File: config.mk
export PLATFORM = sky130hd
export DESIGN_NAME = ffha_ctrl
export DESIGN_NICKNAME = d
export VERILOG_FILES = /design/src/ffha_pkg.sv /design/src/ffha_ctrl.sv
export SDC_FILE = /design/constraint.sdc
export NUM_CORES = 1
export LEC_CHECK = 0
export BUFFER_PORTS_ARGS = -buffer_cell sky130_fd_sc_hd__buf_2
export CORE_MARGIN = 2
export CORE_UTILIZATION = 50
export CTS_BUF_LIST = sky130_fd_sc_hd__clkbuf_16
export CTS_CLUSTER_DIAMETER = 150
export DETAILED_ROUTE_END_ITERATION = 10
export PLACE_DENSITY = 0.83
export SETUP_SLACK_MARGIN = 0.2
export SYNTH_ARGS = -nofsm -noshare
export SYNTH_HDL_FRONTEND = slang
export SYNTH_SLANG_ARGS = --single-unit
File: constraint.sdc
create_clock -name clk_i -period 2.3 [get_ports clk_i]
set_clock_uncertainty 0.2 [all_clocks]
set_input_delay 0.115 -clock clk_i [delete_from_list [all_inputs] [get_ports clk_i]]
set_output_delay 0.115 -clock clk_i [all_outputs]
set_load 0.01 [all_outputs]
File: src/ffha_pkg.sv
// Shared constants, operation codes and interface types of the first-fit heap allocator.
package ffha_pkg;

  localparam int HEAP_BYTES  = 65536;
  localparam int HEAP_WORDS  = HEAP_BYTES / 4;
  localparam int AW          = $clog2(HEAP_WORDS);
  localparam int WALK_LIMIT  = HEAP_WORDS + 2;
  localparam int CNT_W       = $clog2(2 * WALK_LIMIT + 1);

  localparam logic [31:0] SIG_FREE = 32'h4642_4C4B;
  localparam logic [31:0] SIG_USED = 32'h5542_4C4B;
  localparam logic [31:0] SIG_END  = 32'h4542_4C4B;
  localparam logic [31:0] NIL      = 32'hFFFF_FFFF;
  localparam logic [31:0] HDR      = 32'd12;
  localparam logic [31:0] MIN_ALLOC = 32'd8;
  localparam logic [31:0] ALIGN_MASK = 32'h3;

  localparam logic [2:0] ACT_ALLOC   = 3'd0;
  localparam logic [2:0] ACT_FREE    = 3'd1;
  localparam logic [2:0] ACT_COMPACT = 3'd2;
  localparam logic [2:0] ACT_WRITE   = 3'd3;
  localparam logic [2:0] ACT_READ    = 3'd4;

  localparam logic [2:0] ST_OK      = 3'd0;
  localparam logic [2:0] ST_NOSPACE = 3'd1;
  localparam logic [2:0] ST_RANGE   = 3'd2;
  localparam logic [2:0] ST_BADSIG  = 3'd3;
  localparam logic [2:0] ST_BADEND  = 3'd4;
  localparam logic [2:0] ST_CORRUPT = 3'd5;

  localparam logic [5:0] S_CLEAR    = 6'd0;
  localparam logic [5:0] S_IDLE     = 6'd1;
  localparam logic [5:0] S_DECODE   = 6'd2;
  localparam logic [5:0] S_RW_CAP   = 6'd3;
  localparam logic [5:0] S_FIN      = 6'd4;
  localparam logic [5:0] S_FR_SZ    = 6'd5;
  localparam logic [5:0] S_FR_SIG   = 6'd6;
  localparam logic [5:0] S_FR_END   = 6'd7;
  localparam logic [5:0] S_FR_LOOP  = 6'd8;
  localparam logic [5:0] S_CI_0     = 6'd9;
  localparam logic [5:0] S_CI_1     = 6'd10;
  localparam logic [5:0] S_CI_2     = 6'd11;
  localparam logic [5:0] S_MN_0     = 6'd12;
  localparam logic [5:0] S_MN_1     = 6'd13;
  localparam logic [5:0] S_MN_2     = 6'd14;
  localparam logic [5:0] S_MN_3     = 6'd15;
  localparam logic [5:0] S_MN_4     = 6'd16;
  localparam logic [5:0] S_MN_5     = 6'd17;
  localparam logic [5:0] S_MN_6     = 6'd18;
  localparam logic [5:0] S_MN_7     = 6'd19;
  localparam logic [5:0] S_CO_0     = 6'd20;
  localparam logic [5:0] S_CO_1     = 6'd21;
  localparam logic [5:0] S_CO_2     = 6'd22;
  localparam logic [5:0] S_CO_3     = 6'd23;
  localparam logic [5:0] S_FF_START = 6'd24;
  localparam logic [5:0] S_FF_1     = 6'd25;
  localparam logic [5:0] S_FF_2     = 6'd26;
  localparam logic [5:0] S_FF_3     = 6'd27;
  localparam logic [5:0] S_SP_0     = 6'd28;
  localparam logic [5:0] S_SP_1     = 6'd29;
  localparam logic [5:0] S_SP_2     = 6'd30;
  localparam logic [5:0] S_SP_3     = 6'd31;
  localparam logic [5:0] S_SP_5     = 6'd32;
  localparam logic [5:0] S_SP_6     = 6'd33;
  localparam logic [5:0] S_AL_0     = 6'd34;
  localparam logic [5:0] S_AL_1     = 6'd35;
  localparam logic [5:0] S_AL_2     = 6'd36;
  localparam logic [5:0] S_AL_3     = 6'd37;
  localparam logic [5:0] S_AL_NF    = 6'd38;
  localparam logic [5:0] S_CP_START = 6'd39;
  localparam logic [5:0] S_CP_1     = 6'd40;
  localparam logic [5:0] S_CP_M     = 6'd41;
  localparam logic [5:0] S_CP_M2    = 6'd42;
  localparam logic [5:0] S_CP_NX    = 6'd43;
  localparam logic [5:0] S_CP_FAIL  = 6'd44;

  typedef struct packed {
    logic [5:0] op;
    logic       latch;
  } cmd_t;

  typedef struct packed {
    logic [2:0] act;
    logic       rd_free;
    logic       rd_used;
    logic       rd_end;
    logic       rd_nil;
    logic       pv_nil;
    logic       hv;
    logic       fit;
    logic       split_ok;
    logic       cnt_ff_ok;
    logic       cnt_cp_ok;
    logic       mx_ge_s;
    logic       off_bad;
    logic       word_oor;
    logic       sweep_last;
  } flags_t;

endpackage

File: src/ffha_ctrl.sv
// Controller of the heap allocator: sequences chain walks, splits, merges and compaction.
module ffha_ctrl (
  input  logic             clk_i,
  input  logic             rst_ni,
  input  logic             start_i,
  output logic             busy_o,
  output logic             done_o,
  input  ffha_pkg::flags_t flags_i,
  output ffha_pkg::cmd_t   cmd_o
);

  logic [5:0] state_q, state_d;
  logic       ci_ret_q, ci_ret_d;   // 1: split
  logic       co_ret_q, co_ret_d;   // 1: alloc
  logic       mn_ret_q, mn_ret_d;   // 1: compact
  logic       cp_ret_q, cp_ret_d;   // 1: alloc
  logic       ff_pass_q, ff_pass_d;
  logic       done_q;

  assign busy_o    = (state_q != ffha_pkg::S_IDLE);
  assign done_o    = done_q;
  assign cmd_o.op  = state_q;
  assign cmd_o.latch = (state_q == ffha_pkg::S_IDLE) && start_i;

  always_comb begin
    state_d   = state_q;
    ci_ret_d  = ci_ret_q;
    co_ret_d  = co_ret_q;
    mn_ret_d  = mn_ret_q;
    cp_ret_d  = cp_ret_q;
    ff_pass_d = ff_pass_q;
    case (state_q)
      ffha_pkg::S_CLEAR: if (flags_i.sweep_last) state_d = ffha_pkg::S_IDLE;
      ffha_pkg::S_IDLE:  if (start_i) state_d = ffha_pkg::S_DECODE;
      ffha_pkg::S_DECODE: begin
        case (flags_i.act)
          ffha_pkg::ACT_ALLOC: begin
            ff_pass_d = 1'b0;
            state_d   = ffha_pkg::S_FF_START;
          end
          ffha_pkg::ACT_FREE: state_d = flags_i.off_bad ? ffha_pkg::S_FIN : ffha_pkg::S_FR_SZ;
          ffha_pkg::ACT_COMPACT: begin
            cp_ret_d = 1'b0;
            state_d  = ffha_pkg::S_CP_START;
          end
          ffha_pkg::ACT_READ: state_d = flags_i.word_oor ? ffha_pkg::S_FIN : ffha_pkg::S_RW_CAP;
          default: state_d = ffha_pkg::S_FIN;
        endcase
      end
      ffha_pkg::S_RW_CAP: state_d = ffha_pkg::S_FIN;
      ffha_pkg::S_FIN:    state_d = ffha_pkg::S_IDLE;
      ffha_pkg::S_FR_SZ:  state_d = ffha_pkg::S_FR_SIG;
      ffha_pkg::S_FR_SIG: state_d = flags_i.rd_used ? ffha_pkg::S_FR_END : ffha_pkg::S_FIN;
      ffha_pkg::S_FR_END: begin
        ci_ret_d = 1'b0;
        state_d  = flags_i.rd_end ? ffha_pkg::S_CI_0 : ffha_pkg::S_FIN;
      end
      ffha_pkg::S_FR_LOOP: state_d = flags_i.cnt_ff_ok ? ffha_pkg::S_MN_0 : ffha_pkg::S_FIN;
      ffha_pkg::S_CI_0: state_d = ffha_pkg::S_CI_1;
      ffha_pkg::S_CI_1, ffha_pkg::S_CI_2: begin
        if ((state_q == ffha_pkg::S_CI_1) && flags_i.hv) begin
          state_d = ffha_pkg::S_CI_2;
        end else if (ci_ret_q) begin
          state_d = ffha_pkg::S_SP_5;
        end else begin
          mn_ret_d = 1'b0;
          state_d  = ffha_pkg::S_MN_0;
        end
      end
      ffha_pkg::S_MN_0: state_d = ffha_pkg::S_MN_1;
      ffha_pkg::S_MN_1: begin
        if (!flags_i.rd_nil) begin
          state_d = ffha_pkg::S_MN_2;
        end else begin
          state_d = mn_ret_q ? ffha_pkg::S_CP_M : ffha_pkg::S_FIN;
        end
      end
      ffha_pkg::S_MN_2: begin
        if (flags_i.rd_free) begin
          co_ret_d = 1'b0;
          state_d  = ffha_pkg::S_CO_0;
        end else begin
          state_d = mn_ret_q ? ffha_pkg::S_CP_M : ffha_pkg::S_FIN;
        end
      end
      ffha_pkg::S_MN_3: state_d = ffha_pkg::S_MN_4;
      ffha_pkg::S_MN_4: state_d = ffha_pkg::S_MN_5;
      ffha_pkg::S_MN_5: state_d = ffha_pkg::S_MN_6;
      ffha_pkg::S_MN_6: state_d = ffha_pkg::S_MN_7;
      ffha_pkg::S_MN_7: state_d = mn_ret_q ? ffha_pkg::S_CP_M : ffha_pkg::S_FR_LOOP;
      ffha_pkg::S_CO_0: state_d = ffha_pkg::S_CO_1;
      ffha_pkg::S_CO_1: state_d = ffha_pkg::S_CO_2;
      ffha_pkg::S_CO_2, ffha_pkg::S_CO_3: begin
        if ((state_q == ffha_pkg::S_CO_2) && !flags_i.pv_nil && !flags_i.rd_nil) begin
          state_d = ffha_pkg::S_CO_3;
        end else begin
          state_d = co_ret_q ? ffha_pkg::S_AL_1 : ffha_pkg::S_MN_3;
        end
      end
      ffha_pkg::S_FF_START, ffha_pkg::S_FF_1, ffha_pkg::S_FF_3: begin
        if ((state_q == ffha_pkg::S_FF_START) && flags_i.hv) begin
          state_d = ffha_pkg::S_FF_1;
        end else if ((state_q == ffha_pkg::S_FF_1) && flags_i.rd_free) begin
          state_d = ffha_pkg::S_FF_2;
        end else if ((state_q == ffha_pkg::S_FF_3) && !flags_i.rd_nil &&
                     flags_i.cnt_ff_ok) begin
          state_d = ffha_pkg::S_FF_1;
        end else if (ff_pass_q) begin
          state_d = ffha_pkg::S_AL_NF;
        end else begin
          cp_ret_d = 1'b1;
          state_d  = ffha_pkg::S_CP_START;
        end
      end
      ffha_pkg::S_FF_2: state_d = flags_i.fit ? ffha_pkg::S_SP_0 : ffha_pkg::S_FF_3;
      ffha_pkg::S_SP_0: state_d = flags_i.split_ok ? ffha_pkg::S_SP_1 : ffha_pkg::S_AL_0;
      ffha_pkg::S_SP_1: state_d = ffha_pkg::S_SP_2;
      ffha_pkg::S_SP_2: state_d = ffha_pkg::S_SP_3;
      ffha_pkg::S_SP_3: begin
        ci_ret_d = 1'b1;
        state_d  = ffha_pkg::S_CI_0;
      end
      ffha_pkg::S_SP_5: state_d = ffha_pkg::S_SP_6;
      ffha_pkg::S_SP_6: state_d = ffha_pkg::S_AL_0;
      ffha_pkg::S_AL_0: begin
        co_ret_d = 1'b1;
        state_d  = ffha_pkg::S_CO_0;
      end
      ffha_pkg::S_AL_1:  state_d = ffha_pkg::S_AL_2;
      ffha_pkg::S_AL_2:  state_d = ffha_pkg::S_AL_3;
      ffha_pkg::S_AL_3:  state_d = ffha_pkg::S_FIN;
      ffha_pkg::S_AL_NF: state_d = ffha_pkg::S_FIN;
      ffha_pkg::S_CP_START: state_d = ffha_pkg::S_CP_1;
      ffha_pkg::S_CP_1: begin
        if (flags_i.rd_free) begin
          mn_ret_d = 1'b1;
          state_d  = ffha_pkg::S_MN_0;
        end else if (flags_i.rd_used) begin
          state_d = ffha_pkg::S_CP_NX;
        end else begin
          state_d = ffha_pkg::S_CP_FAIL;
        end
      end
      ffha_pkg::S_CP_M:  state_d = ffha_pkg::S_CP_M2;
      ffha_pkg::S_CP_M2: state_d = ffha_pkg::S_CP_NX;
      ffha_pkg::S_CP_NX: begin
        if (flags_i.rd_nil) begin
          if (!cp_ret_q) begin
            state_d = ffha_pkg::S_FIN;
          end else if (flags_i.mx_ge_s) begin
            ff_pass_d = 1'b1;
            state_d   = ffha_pkg::S_FF_START;
          end else begin
            state_d = ffha_pkg::S_AL_NF;
          end
        end else begin
          state_d = flags_i.cnt_cp_ok ? ffha_pkg::S_CP_1 : ffha_pkg::S_CP_FAIL;
        end
      end
      ffha_pkg::S_CP_FAIL: state_d = cp_ret_q ? ffha_pkg::S_AL_NF : ffha_pkg::S_FIN;
      default: state_d = ffha_pkg::S_IDLE;
    endcase
  end

  always_ff @(posedge clk_i or negedge rst_ni) begin
    if (!rst_ni) begin
      state_q   <= ffha_pkg::S_CLEAR;
      ci_ret_q  <= 1'b0;
      co_ret_q  <= 1'b0;
      mn_ret_q  <= 1'b0;
      cp_ret_q  <= 1'b0;
      ff_pass_q <= 1'b0;
      done_q    <= 1'b0;
    end else begin
      state_q   <= state_d;
      ci_ret_q  <= ci_ret_d;
      co_ret_q  <= co_ret_d;
      mn_ret_q  <= mn_ret_d;
      cp_ret_q  <= cp_ret_d;
      ff_pass_q <= ff_pass_d;
      done_q    <= (state_q == ffha_pkg::S_FIN);
    end
  end

endmodule

==> metrics.csv <==
stage,metric,value,unit
clock_network,numCtsBuffers,3,
layout,antenna_cells,0,
place,post-dp-hpwl,4.026,mm
synth,yosysTopAreaCell,dfrtp_1,
drt,totalWireLength,5.915,mm
sta,fin_crit,2.137,ns
synth,synth_top_family_by_area,simple AND/OR/NAND/NOR gates,
critical_path,critPathMaxFanout,6,
drt,met3WireLength,762,um
die,die_x,58.53,um
synth,syn_area_per_cell,7.181,sq um
layout,fin_nets,276,
die,initial_core_util,53.44,%
layout,final_cells,286,
critical_path,arrival,2.05,ns
drt,top_layer,met4,
clock_network,clock_path_buffers,2,
synth,synth_compound_area_share,30.72,%
drt,drt-pass1-iter-count,5,
sta,max_freq,0.4679,GHz
drt,wl_per_cell,20.68,um
synth,synth_flop_cell,dfrtp_1,
synth,muxShareOfSynthArea,0,%
layout,area_growth,33.67,%
flow_run,drv_cap,0,
synth,synth-xor-area-share,0,%
place,place_inst,268,
global_routing,gr-total-overflow,0,
die,core.rowCount,19,
clock_network,cts_tree,done,
synth,synth_cell_type_count,54,
die,die_y,58.53,um
drt,vias,2008,
synth,synthArstFlopShare,100.0,%
critical_path,critPathKind,flop to flop,
layout,layout-drive-gt1-share,34.12,%
critical_path,r2r_slack,0.16,ns
drt,drt_iter0_markers,223,
synth,yosys-top-cells-area,"dfrtp_1 20%, nor2_1 6.8%, nand2_1 5.3%, a21oi_1 4.4%, nor3_1 4.4%",
drt,ant_nets,0,
sta,drv_slew,0,
die,ios,29,
global_routing,grt_max_degree,17,
synth,synth_warnings,0,
power,p_per_area,1194,mW/mm^2
synth,synth_cells,207,
synth,synth-adder-area-share,0,%
power,power.leakage,0.0007924,uW
die,core,0.002781,sq mm
place,placed_area,0.001710,sq mm
sta,period_share,92.92,%
outcome,status,"complete, no violations",
clock_network,clock_latency,0.24,ns
critical_path,required,2.21,ns
sta,setup_tns,0,ns
place,port_buffers,28,
drt,drc,0,
global_routing,grt_pass1_wl,8.700,mm
sta,max_slew_margin,65.52,%
layout,mostFrequentLayoutCell,buf_2,
synth,synth-seq-area-share,20.20,%
sta,rsz0062_at_grt,false,
power,ir_drop,0.9808,mV
layout,postLayoutCellArea,0.001987,sq mm
drt,wl_met2,2.536,mm
hold_path,worstHoldPathType,primary input to flop,
synth,synth_seq_cells,12,
synth,synth_edf_count,0,
global_routing,grt_antenna_before_repair,0,
clock_network,cts_htree_levels,1,
drt,wl_met1,2.239,mm
sta,worst_pin_slew,0.5042,ns
synth,yosys.area_share.simple,40.91,%
global_routing,grt_pass1_vias,1770,
critical_path,start_kind,flop,
synth,synthesis.area,0.001486,sq mm
clock_network,root_buffer,clkbuf_16,
drt,drt-vias-per-instance,7.021,
sta,hold_viol_final,0,
clock_network,cts_sinks,12,
synth,syn_nets,227,
critical_path,endpoint_kind,flop,
layout,mostFrequentLayoutCells,"28 x buf_2, 26 x nor2_1, 26 x buf_4",
sta,hold_ws,0.05281,ns
synth,synth_top_area_share,20.20,%
sta,setup_viol,0,
place,gp_congestion,1.086,
clock_network,cts.clk_slew.worst_paths,0.05,ns
global_routing,grt.total_usage,34.01,%
die,die-area,0.003425,sq mm
==> power breakdown <==
part           internal (uW)  switching (uW)
clock                    230             104
sequential               297             131
combinational            705             905
==> logic make-up (layout without fill, tap and decap cells) <==
kind of cell           Yosys count  after routing
and+or+nand+nor                108            108
AOI/OAI and AO/OA               66             66
buffers and inverters           21             69
DFF                             12             12
==> sequential cells by signal, indices dropped and copies added, names as in the netlist <==
signal and count:
cp_ret_q 1, done_o 1, state_q 6, ff_pass_q 1
ci_ret_q 1, mn_ret_q 1, co_ret_q 1
==> cells in the mapped netlist, types with 3 or more instances <==
| library cell | count |
|---|---|
| buf_2 | 10 |
| nor3_1 | 13 |
| o22ai_1 | 4 |
| a22oi_1 | 3 |
| nand2_1 | 21 |
| a21oi_1 | 13 |
| o21ai_0 | 10 |
| dfrtp_1 | 12 |
| nand4_1 | 3 |
| a31oi_1 | 6 |
| nor2b_1 | 4 |
| and2b_1 | 3 |
| nor2_1 | 27 |
| a41oi_1 | 3 |
| buf_6 | 3 |
| o2111ai_1 | 3 |
| nand3_1 | 7 |
| nand2b_1 | 9 |
| inv_1 | 4 |
| nand3b_1 | 3 |
| a211oi_1 | 4 |
==> worst paths after layout <==
check,from,to,depth (start not counted)
max,state_q[1],state_q[2],7
min,flags_i[3],ff_pass_q,3
max reg2reg,state_q[1],state_q[2],7
min reg2reg,co_ret_q,co_ret_q,1
max in group asynchronous,rst_ni,state_q[1],2
min in group asynchronous,rst_ni,ci_ret_q,2
==> layer usage <==
layer / GRT usage, % / vias to the layer above
met5: 0 / -
met4: 16.94 / 0
met3: 6.374 / 52
met2: 51.85 / 193
met1: 45.96 / 884
li1: - / 879
==> worst max-delay path: stages (launching register included) <==
cell      delay, ns
dfrtp_2        0.46
buf_4          0.17
nor2b_1        0.17
nand2_2        0.11
o22ai_2        0.07
a211oi_2       0.19
o21ai_1        0.12
or4_1          0.51
==> metrics by stage <==
stage | utilization (%) | power, uW | worst slack, ns
3_5_place_dp | 61.49 | 1681 | 0.1162
4_1_cts | 66.76 | 2093 | 0.2020
5_1_grt | 71.44 | 2469 | 0.1589
2_1_floorplan | - | 1276 | 0.2999
6_report | 71.44 | 2372 | 0.1628
3_3_place_gp | 61.49 | 1670 | 0.1279
==> layout make-up <==
class | instances | area (sq um)
clock inverters | 1 | 3.754
multi-input cells | 174 | 1131
inverters | 5 | 22.52
fillers | 211 | 794.5
flip-flops and latches | 12 | 306.5
clock buffers | 3 | 75.07
well taps | 31 | 38.79
repair buffers | 60 | 409.1
==> repair_timing <==
action / 4_1_cts / 5_1_grt
pin swaps: 0 / 2
endpoints found under the setup margin: 5 / 6
hold endpoints to repair: 13 / 0
gates cloned: 0 / 0
hold buffers: 2 / 0
gates resized for setup: 6 / 21
buffers inserted: 5 / 7
No activity file was read; power rests on OpenSTA's default activity.
